<file path="config.mk">
export PLATFORM = sky130hd
export DESIGN_NAME = k_of_n_combination_enumerator
export DESIGN_NICKNAME = d
export VERILOG_FILES = /design/src/rtl/koce_pkg.sv /design/src/rtl/koce_cell.sv /design/src/rtl/k_of_n_combination_enumerator.sv
export SDC_FILE = /design/constraint.sdc
export NUM_CORES = 1
export LEC_CHECK = 0
export ABC_AREA = 1
export BUFFER_PORTS_ARGS = -buffer_cell sky130_fd_sc_hd__buf_2
export CAP_MARGIN = 5
export CORE_MARGIN = 2
export CORE_UTILIZATION = 40
export CTS_BUF_LIST = sky130_fd_sc_hd__clkbuf_2 sky130_fd_sc_hd__clkbuf_4 sky130_fd_sc_hd__clkbuf_8
export CTS_CLUSTER_DIAMETER = 100
export DETAILED_ROUTE_END_ITERATION = 16
export GPL_ROUTABILITY_DRIVEN = 0
export PLACE_DENSITY_LB_ADDON = 0.3
export SLEW_MARGIN = 10
export SYNTH_ARGS = -nofsm -noshare
export SYNTH_HDL_FRONTEND = slang
export SYNTH_SLANG_ARGS = --single-unit
</file>
<file path="constraint.sdc">
create_clock -name clk -period 6.42 [get_ports clk]
set_input_delay 0.963 -clock clk [delete_from_list [all_inputs] [get_ports clk]]
set_output_delay 0.963 -clock clk [all_outputs]
set_load 0.01 [all_outputs]
</file>
<file path="src/rtl/koce_pkg.sv">
// ----------------------------------------------------------------------------
// koce_pkg: shared types and constants of the k-of-n combination enumerator
// Holds the payload structs, opcode and register codes, and the control
// bundle that the sequencer broadcasts to the row of index cells.
// ----------------------------------------------------------------------------
package koce_pkg;

  localparam int CARD_W  = 6;
  localparam int IDX_W   = 6;
  localparam int K_W     = 3;
  localparam int N_W     = 6;
  localparam int OP_W    = 2;
  localparam int CFG_IDX_W = 1;
  localparam int CFG_DATA_W = 6;
  localparam int OUT_CARDS = 7;

  localparam logic [OP_W-1:0] OP_LOAD    = 2'd0;
  localparam logic [OP_W-1:0] OP_START   = 2'd1;
  localparam logic [OP_W-1:0] OP_ADVANCE = 2'd2;
  localparam logic [OP_W-1:0] OP_NOP     = 2'd3;

  localparam logic [CFG_IDX_W-1:0] REG_CHOOSE_COUNT = 1'd0;
  localparam logic [CFG_IDX_W-1:0] REG_POOL_SIZE    = 1'd1;

  typedef struct packed {
    logic [OP_W-1:0]   opcode;
    logic [IDX_W-1:0]  slot;
    logic [CARD_W-1:0] card_in;
  } in_item_t;

  typedef struct packed {
    logic [CARD_W-1:0] card_0;
    logic [CARD_W-1:0] card_1;
    logic [CARD_W-1:0] card_2;
    logic [CARD_W-1:0] card_3;
    logic [CARD_W-1:0] card_4;
    logic [CARD_W-1:0] card_5;
    logic [CARD_W-1:0] card_6;
    logic              more_left;
  } out_item_t;

  // Broadcast to every cell of the index row.
  typedef struct packed {
    logic           clear;      // start transfer: wipe index and card
    logic           seed_zero;  // seeded cell takes index 0 instead of index + 1
    logic [K_W-1:0] run_k;      // k latched at start
    logic [N_W-1:0] run_n;      // saturated n latched at start
  } cell_ctl_t;

endpackage

</file>
<file path="src/rtl/koce_cell.sv">
// ----------------------------------------------------------------------------
// koce_cell: one position of the combination index row
// Holds one pool index and the card fetched for it. A seeded cell or a cell
// that receives the token from its left neighbor takes a new index, issues
// a pool read, and hands the token on once its card has arrived.
// ----------------------------------------------------------------------------
module koce_cell #(
  parameter int CELL_ID = 0
) (
  input  logic                        clk,
  input  logic                        rst_n,
  input  koce_pkg::cell_ctl_t         ctl,
  input  logic                        seed_i,
  input  logic                        token_i,
  input  logic [koce_pkg::IDX_W-1:0]  left_idx_i,
  input  logic [koce_pkg::CARD_W-1:0] rd_data_i,
  output logic [koce_pkg::IDX_W-1:0]  idx_o,
  output logic [koce_pkg::CARD_W-1:0] card_o,
  output logic                        movable_o,
  output logic                        token_o,
  output logic [koce_pkg::IDX_W-1:0]  addr_o
);
  import koce_pkg::*;

  localparam logic [3:0] ID4 = 4'(CELL_ID);

  logic [IDX_W-1:0]  idx_r;
  logic [CARD_W-1:0] card_r;
  logic              wait_r;
  logic              in_run;
  logic              act;
  logic [IDX_W-1:0]  idx_nxt;

  assign in_run = ({1'b0, ctl.run_k} > ID4);
  assign act    = seed_i | (token_i & in_run);

  always_comb begin
    if (seed_i) begin
      idx_nxt = ctl.seed_zero ? '0 : idx_r + 1'b1;
    end else begin
      idx_nxt = left_idx_i + 1'b1;
    end
  end

  // The index can still move while it stays below n - k + position.
  assign movable_o = in_run &&
                     (({2'b00, idx_r} + {5'b0, ctl.run_k}) <
                      ({2'b00, ctl.run_n} + {4'b0, ID4}));

  assign addr_o  = act ? idx_nxt : '0;
  assign idx_o   = idx_r;
  assign card_o  = card_r;
  assign token_o = wait_r;

  always_ff @(posedge clk) begin
    if (!rst_n) begin
      idx_r  <= '0;
      card_r <= '0;
      wait_r <= 1'b0;
    end else begin
      if (act) begin
        idx_r  <= idx_nxt;
        wait_r <= 1'b1;
      end else if (ctl.clear) begin
        idx_r  <= '0;
        wait_r <= 1'b0;
      end else begin
        wait_r <= 1'b0;
      end
      if (ctl.clear && !act) begin
        card_r <= '0;
      end else if (wait_r) begin
        card_r <= rd_data_i;
      end
    end
  end

endmodule

</file>
<file path="src/rtl/k_of_n_combination_enumerator.sv">
// ----------------------------------------------------------------------------
// k_of_n_combination_enumerator: lexicographic k-of-n combination generator
// Loads a card pool slot by slot and walks all k-card combinations of it
// in lexicographic index order, one combination per start or advance item.
// ----------------------------------------------------------------------------
// Usage: items enter on the in_ channel (valid/ready). A load item writes
// one pool slot and produces no result. A start item latches k and n from
// the configuration registers and produces the first combination; each
// advance item produces the next one, with more_left low once the walk is
// exhausted or was never valid. Opcode 3 is dropped without a result.
// Results leave on the out_ channel from an output register.
// A start or advance walks the cell row from the rightmost index that
// moves (the first cell on a start) to cell k - 1; the row fetches one
// pool card per cycle through the single read port of the pool memory.
// A start or advance that changes no index skips the walk. Items are
// worked one at a time; a load may transfer while a result still waits
// in the output register. If the receiver stalls, the result holds and
// the sequencer waits before loading the next result. Reset clears the
// control registers, the index row and the flags; the pool itself holds
// garbage until written.
// ----------------------------------------------------------------------------
module k_of_n_combination_enumerator #(
  parameter int POOL_DEPTH = 52,
  parameter int MAX_CHOOSE = 7
) (
  input  logic                              clk,
  input  logic                              rst_n,
  input  logic                              in_valid,
  output logic                              in_ready,
  input  koce_pkg::in_item_t                in_data,
  output logic                              out_valid,
  input  logic                              out_ready,
  output koce_pkg::out_item_t               out_data,
  input  logic                              cfg_we,
  input  logic [koce_pkg::CFG_IDX_W-1:0]    cfg_index,
  input  logic [koce_pkg::CFG_DATA_W-1:0]   cfg_wdata
);
  import koce_pkg::*;

  localparam int AW = (POOL_DEPTH > 1) ? $clog2(POOL_DEPTH) : 1;

  localparam logic [1:0] ST_IDLE = 2'd0;
  localparam logic [1:0] ST_WALK = 2'd1;
  localparam logic [1:0] ST_EMIT = 2'd2;

  // Configuration registers and the values latched at start.
  logic [K_W-1:0] cfg_k_r;
  logic [N_W-1:0] cfg_n_r;
  logic [K_W-1:0] run_k_r, run_k_nxt;
  logic [N_W-1:0] run_n_r, run_n_nxt;
  logic           active_r, active_nxt;
  logic           more_r, more_nxt;
  logic [1:0]     state_r, state_nxt;

  logic           out_valid_r;
  out_item_t      out_r;

  // Pool memory with one write and one registered read port.
  logic [CARD_W-1:0] pool_mem [POOL_DEPTH];
  logic [CARD_W-1:0] rd_data_r;
  logic [IDX_W-1:0]  rd_addr;

  // Cell row.
  cell_ctl_t         ctl;
  logic [MAX_CHOOSE-1:0] seed_vec;
  logic [MAX_CHOOSE-1:0] movable_vec;
  logic [MAX_CHOOSE-1:0] token_vec;
  logic [IDX_W-1:0]  idx_w  [MAX_CHOOSE];
  logic [CARD_W-1:0] card_w [MAX_CHOOSE];
  logic [IDX_W-1:0]  addr_w [MAX_CHOOSE];

  logic              in_fire;
  logic              is_load, is_start, is_adv;
  logic [6:0]        n_sat7;
  logic [N_W-1:0]    n_sat;
  logic              start_bad;
  logic              found;
  logic [MAX_CHOOSE-1:0] pivot_vec;
  logic              last_wait;
  logic [CARD_W-1:0] ocard [OUT_CARDS];

  assign in_ready  = (state_r == ST_IDLE);
  assign in_fire   = in_valid && in_ready;
  assign is_load   = in_fire && (in_data.opcode == OP_LOAD);
  assign is_start  = in_fire && (in_data.opcode == OP_START);
  assign is_adv    = in_fire && (in_data.opcode == OP_ADVANCE);

  // n saturates to the pool depth; a start with an unusable k goes inactive.
  assign n_sat7    = ({1'b0, cfg_n_r} > 7'(POOL_DEPTH)) ? 7'(POOL_DEPTH) : {1'b0, cfg_n_r};
  assign n_sat     = n_sat7[N_W-1:0];
  assign start_bad = (cfg_k_r == '0) || ({1'b0, cfg_k_r} > 4'(MAX_CHOOSE)) ||
                     ({3'b000, cfg_k_r} > n_sat);

  // Rightmost cell whose index can still move becomes the pivot.
  always_comb begin
    pivot_vec = '0;
    for (int i = 0; i < MAX_CHOOSE; i++) begin
      if (movable_vec[i]) begin
        pivot_vec = '0;
        pivot_vec[i] = 1'b1;
      end
    end
  end
  assign found = |movable_vec;

  always_comb begin
    seed_vec = '0;
    if (is_start && !start_bad) begin
      seed_vec[0] = 1'b1;
    end else if (is_adv && active_r && found) begin
      seed_vec = pivot_vec;
    end
  end

  assign ctl.clear     = is_start;
  assign ctl.seed_zero = is_start;
  assign ctl.run_k     = run_k_r;
  assign ctl.run_n     = run_n_r;

  genvar gi;
  generate
    for (gi = 0; gi < MAX_CHOOSE; gi++) begin : g_cell
      logic [IDX_W-1:0] left_idx;
      logic             left_tok;
      if (gi == 0) begin : g_first
        assign left_idx = '0;
        assign left_tok = 1'b0;
      end else begin : g_rest
        assign left_idx = idx_w[gi-1];
        assign left_tok = token_vec[gi-1];
      end
      koce_cell #(
        .CELL_ID(gi)
      ) u_cell (
        .clk        (clk),
        .rst_n      (rst_n),
        .ctl        (ctl),
        .seed_i     (seed_vec[gi]),
        .token_i    (left_tok),
        .left_idx_i (left_idx),
        .rd_data_i  (rd_data_r),
        .idx_o      (idx_w[gi]),
        .card_o     (card_w[gi]),
        .movable_o  (movable_vec[gi]),
        .token_o    (token_vec[gi]),
        .addr_o     (addr_w[gi])
      );
    end
  endgenerate

  // Only the acting cell drives a nonzero address, so an OR selects it.
  always_comb begin
    rd_addr = '0;
    for (int i = 0; i < MAX_CHOOSE; i++) begin
      rd_addr = rd_addr | addr_w[i];
    end
  end

  always_ff @(posedge clk) begin
    if (is_load && ({1'b0, in_data.slot} < 7'(POOL_DEPTH))) begin
      pool_mem[in_data.slot[AW-1:0]] <= in_data.card_in;
    end
    rd_data_r <= pool_mem[rd_addr[AW-1:0]];
  end

  // The walk is over when the last in-use cell is receiving its card.
  always_comb begin
    last_wait = 1'b0;
    for (int i = 0; i < MAX_CHOOSE; i++) begin
      if (token_vec[i] && ((4'(i) + 4'd1) == {1'b0, run_k_r})) begin
        last_wait = 1'b1;
      end
    end
  end

  always_comb begin
    state_nxt  = state_r;
    run_k_nxt  = run_k_r;
    run_n_nxt  = run_n_r;
    active_nxt = active_r;
    more_nxt   = more_r;
    case (state_r)
      ST_IDLE: begin
        if (is_start) begin
          run_n_nxt = n_sat;
          if (start_bad) begin
            run_k_nxt  = '0;
            active_nxt = 1'b0;
            more_nxt   = 1'b0;
            state_nxt  = ST_EMIT;
          end else begin
            run_k_nxt  = cfg_k_r;
            active_nxt = 1'b1;
            more_nxt   = 1'b1;
            state_nxt  = ST_WALK;
          end
        end else if (is_adv) begin
          if (!active_r) begin
            more_nxt  = 1'b0;
            state_nxt = ST_EMIT;
          end else if (!found) begin
            active_nxt = 1'b0;
            more_nxt   = 1'b0;
            state_nxt  = ST_EMIT;
          end else begin
            more_nxt  = 1'b1;
            state_nxt = ST_WALK;
          end
        end
      end
      ST_WALK: begin
        if (last_wait) begin
          state_nxt = ST_EMIT;
        end
      end
      ST_EMIT: begin
        if (!out_valid_r || out_ready) begin
          state_nxt = ST_IDLE;
        end
      end
      default: begin
        state_nxt = ST_IDLE;
      end
    endcase
  end

  // Cards past k read as zero.
  generate
    for (gi = 0; gi < OUT_CARDS; gi++) begin : g_ocard
      if (gi < MAX_CHOOSE) begin : g_used
        assign ocard[gi] = ({1'b0, run_k_r} > 4'(gi)) ? card_w[gi] : '0;
      end else begin : g_unused
        assign ocard[gi] = '0;
      end
    end
  endgenerate

  always_ff @(posedge clk) begin
    if (!rst_n) begin
      cfg_k_r     <= '0;
      cfg_n_r     <= '0;
      run_k_r     <= '0;
      run_n_r     <= '0;
      active_r    <= 1'b0;
      more_r      <= 1'b0;
      state_r     <= ST_IDLE;
      out_valid_r <= 1'b0;
    end else begin
      if (cfg_we) begin
        case (cfg_index)
          REG_CHOOSE_COUNT: cfg_k_r <= cfg_wdata[K_W-1:0];
          REG_POOL_SIZE:    cfg_n_r <= cfg_wdata[N_W-1:0];
          default: begin
          end
        endcase
      end
      run_k_r  <= run_k_nxt;
      run_n_r  <= run_n_nxt;
      active_r <= active_nxt;
      more_r   <= more_nxt;
      state_r  <= state_nxt;
      if (state_r == ST_EMIT && (!out_valid_r || out_ready)) begin
        out_valid_r <= 1'b1;
      end else if (out_ready) begin
        out_valid_r <= 1'b0;
      end
    end
  end

  always_ff @(posedge clk) begin
    if (state_r == ST_EMIT && (!out_valid_r || out_ready)) begin
      out_r.card_0    <= ocard[0];
      out_r.card_1    <= ocard[1];
      out_r.card_2    <= ocard[2];
      out_r.card_3    <= ocard[3];
      out_r.card_4    <= ocard[4];
      out_r.card_5    <= ocard[5];
      out_r.card_6    <= ocard[6];
      out_r.more_left <= more_r;
    end
  end

  assign out_valid = out_valid_r;
  assign out_data  = out_r;

`ifndef NO_ASSERTIONS
  logic tail_clear;
  always_comb begin
    tail_clear = 1'b1;
    for (int i = 0; i < MAX_CHOOSE; i++) begin
      if (({1'b0, run_k_r} <= 4'(i)) && (card_w[i] != '0 || idx_w[i] != '0)) begin
        tail_clear = 1'b0;
      end
    end
  end

  // At most one cell waits for pool data at a time.
  a_one_fetch: assert property (@(posedge clk) disable iff (!rst_n)
    $onehot0(token_vec))
    else $error("more than one cell awaits pool data");

  // A walk only runs on an active enumeration.
  a_walk_active: assert property (@(posedge clk) disable iff (!rst_n)
    (state_r == ST_WALK) |-> active_r)
    else $error("walk in progress while enumeration is inactive");

  // Cells past k keep a zero index and a zero card.
  a_tail_clear: assert property (@(posedge clk) disable iff (!rst_n)
    (state_r != ST_WALK) |-> tail_clear)
    else $error("cell beyond k holds a nonzero value");
`endif

endmodule

</file>
==> run summary <==
Outcome: finished clean
Cells resized by post-CTS repair: 0
Horiz. Die Dim: 246 microns
Family with the most delay on the worst path: simple AND/OR/NAND/NOR gates
Remaining max-slew budget at the tightest pin: 21.9%
Post-Synthesis Mean Instance Area: 9.32 sq um
Standard cell core area: 57,700 sq um
Setup total negative slack: 0 ps
Final hold slack: 470 ps
Drt drc: 0
DP HPWL: 42,600 microns
# nets final: 2,698
Post-DRT Antenna Nets: 0
Tightest Hold Check Type: flop to flop
Combinational cell fraction of total power: 3.9%
Clock tree from TritonCTS: built
Mean number of vias per cell: 5.27
RSZ-0062 raised after global routing: false
Cell type with the highest aggregate area in the netlist: sky130_fd_sc_hd__edfxtp_1
Fmax: 0.181 GHz
Maximum clock path buffer count: 3
Number of core rows: 88
Peak fanout along the critical path: 27
Commonest register cell after synthesis: sky130_fd_sc_hd__edfxtp_1
Fraction of final layout cells with drive strength greater than 1: 10.6%
Sinks on the clock net: 474
Most instantiated cells after synthesis: sky130_fd_sc_hd__nand2_1, sky130_fd_sc_hd__edfxtp_1, sky130_fd_sc_hd__inv_1, sky130_fd_sc_hd__nand3_1, sky130_fd_sc_hd__nor2_1
Buffers plus inverters on the worst setup path: 4
Syn nets: 2,621
Number of flip-flops and latches in the synthesized netlist: 474
Non-filler cells, final: 3,412
Top cells by area, synth: sky130_fd_sc_hd__edfxtp_1, sky130_fd_sc_hd__dfxtp_1, sky130_fd_sc_hd__nand2_1
Cell count after placement: 3,268
Pwr Density: 242 nW/um^2
Setup crit start kind: flop
Lkg Pwr: 0.0105 uW
Netlist area before placement: 23,400 sq um
Hold-fix buffer count after cts: 0
Clock insertion delay at the later pin of the skew report: 690 ps
Worst setup EP type: flop
H-tree depth: 3
Shortest clock period the worst path allows after layout: 5530 ps
Master of the slowest instance on the critical path: sky130_fd_sc_hd__dfxtp_1
Post-synthesis sequential area ratio: 55.8%
Number of input and output port buffers inserted: 70
Antenna Diode Count: 0
Via count of the first global-routing pass: 17,572
Sequential fraction of design power: 52.7%
Starting Density: 40.5%
Wire length of the first global-routing pass: 98,800 microns
Detailed Routing Iterations Pass 1: 5
CTS Buf Count: 80
Worst clock skew: 36.9 ps
Total of endpoints with negative setup slack in the final report: 0
Total internal power: 4850 uW
Antenna violations before repair: 0
Chip Height: 246 microns
Largest net degree at the start of global routing: 97
Worst setup slack after placement: 946 ps
Ports: 71
Most common cell in the synthesized netlist: sky130_fd_sc_hd__nand2_1
Global-route congestion overflow total: 0
Worst voltage drop across the vdd grid: 0.165 mV
Final Worst Setup Slack: 892 ps
Least-Margin Pin Slew: 1160 ps
Share of the clock period used by the worst path after layout: 86.1%
Count of buffers added by post-CTS timing repair for setup: 0
Proportion of netlist area held by the largest area contributor: 45.6%
Library cell appearing most often on the critical path: sky130_fd_sc_hd__nand2_1
Post-synthesis instance total: 2,508
Via total after detailed routing: 17,977
Average routed wire per standard cell: 18.7 microns
Yosys warnings: 0
Clock Power Share: 43.5%
Clk pin slew, worst setup/hold paths: 70 ps
Total die area: 60,400 sq um
DRC violation total after the first TritonRoute iteration: 1,747
Overall routed net length: 63,700 microns
Final number of max-transition violations: 0
Switching power summed over all nets: 1450 uW
Flop2flop setup slack: 890 ps
Clock Tree Root: sky130_fd_sc_hd__clkbuf_8
Number of synthesized flops with an enable pin: 355
Fillcell total: 5,499
Critical path data required time: 7000 ps
All-layer global routing usage: 21.1%
Number of max-cap violations: 0
Peak per-stage delay on the critical path: 600 ps
Number of failing hold endpoints at the final stage: 0
Async SR Flop Fraction: 0%
Area growth from synthesis to layout: 11.5%
Arrival time reported for the critical path endpoint: 6110 ps
Worst Setup Path Type: flop to flop
Count of distinct cell types in the synthesized netlist: 44
Sum of internal, switching and leakage power: 6300 uW
Switching power share of the total: 23.0%
[cells in the final DEF (no fill, tap or decap), types with 10 or more instances in the layout]
master                     synthesis  layout
sky130_fd_sc_hd__a211oi_1         42      42
sky130_fd_sc_hd__a21oi_1          82      82
sky130_fd_sc_hd__buf_2            56      70
sky130_fd_sc_hd__buf_4             6      22
sky130_fd_sc_hd__clkbuf_4          0      30
sky130_fd_sc_hd__clkbuf_8          0      88
sky130_fd_sc_hd__clkinv_1          5      15
sky130_fd_sc_hd__dfxtp_1         119     119
sky130_fd_sc_hd__edfxtp_1        355     355
sky130_fd_sc_hd__ha_1             80      80
sky130_fd_sc_hd__inv_1           347     347
sky130_fd_sc_hd__inv_2            16      16
sky130_fd_sc_hd__nand2_1         469     468
sky130_fd_sc_hd__nand3_1         316     316
sky130_fd_sc_hd__nand3b_1         66      66
sky130_fd_sc_hd__nand4_1          14      14
sky130_fd_sc_hd__nor2_1          229     229
sky130_fd_sc_hd__nor3_1           11      10
sky130_fd_sc_hd__o211ai_1         37      37
sky130_fd_sc_hd__o21ai_0          77      77
sky130_fd_sc_hd__o21ai_1          18      18
sky130_fd_sc_hd__xor2_1           54      54
[flip-flops by register name, summed over array words and instances, names as in the netlist, 6 cells and up]
register               cells
pool_mem                 312
out_data                  43
g_cell.u_cell.card_o      42
g_cell.u_cell.idx_o       42
g_cell.u_cell.token_o      7
cfg_n_r                    6
rd_data_r                  6
run_n_r                    6
[final cells by class]
class	instances	area, sq um	area share [%]
timing repair buffer	95	576	2.21
clock inverter	26	184	0.706
clock buffer	118	1440	5.51
sequential	474	13000	50.0
tap	765	957	3.67
multi-input combinational	1565	8480	32.5
inverter	369	1390	5.32
[worst paths after layout]
kind                                    end                 startpoint  cells after the start
setup / recovery               rd_data_r[1]                 run_k_r[0]                     27
hold / removal    g_cell[2].u_cell.idx_o[5]  g_cell[2].u_cell.idx_o[5]                      2
setup reg to reg               rd_data_r[1]                 run_k_r[0]                     27
hold reg to reg   g_cell[2].u_cell.idx_o[5]  g_cell[2].u_cell.idx_o[5]                      2
[metrics by stage]
step | cell area (sq um) | util [%]
floorplan | 23400 | -
global placement | 24400 | 42.4
detailed placement | 24400 | 42.4
CTS | 26100 | 45.2
global route | 26100 | 45.2
finish | 26100 | 45.2
[routing by layer]
layer,wire (microns),track usage [%],part of all wire [%],up-vias
met2,29800,35.0,47,724
met1,26700,27.1,42,8519
li1,-,-,-,8576
met5,0,0,0,-
met3,4850,4.16,7.6,158
met4,2340,8.24,3.7,0
[worst reg2reg max path: cells and delay by family (launching register included)]
kind | cells | cell delay [ps]
AND/OR/NAND/NOR | 17 | 2710
XOR/XNOR | 1 | 140
buffers and inverters | 4 | 620
flip-flops | 1 | 600
AO/OA/AOI/OAI | 2 | 420
adder cells (fa/ha/maj) | 3 | 940
[power by group through the flow]
stage / clock network [uW] / logic (uW) / registers [uW]
final: 2740 / 243 / 3320
after global routing: 2920 / 266 / 3320
after CTS: 2790 / 243 / 3320
after detailed placement: 0 / 242 / 3380
after global placement: 0 / 238 / 3380
after floorplan: 0 / 122 / 3390
[cells by family after synthesis]
| family | synth area share, % |
|---|---|
| AOI/OAI and AO/OA | 6.97 |
| xor gates and xnor gates | 2.36 |
| adders and majority gates | 4.88 |
| buffers and inverters | 8.03 |
| DFF | 55.8 |
| and+or+nand+nor | 22.0 |
Power figures use the tool's default switching activity.
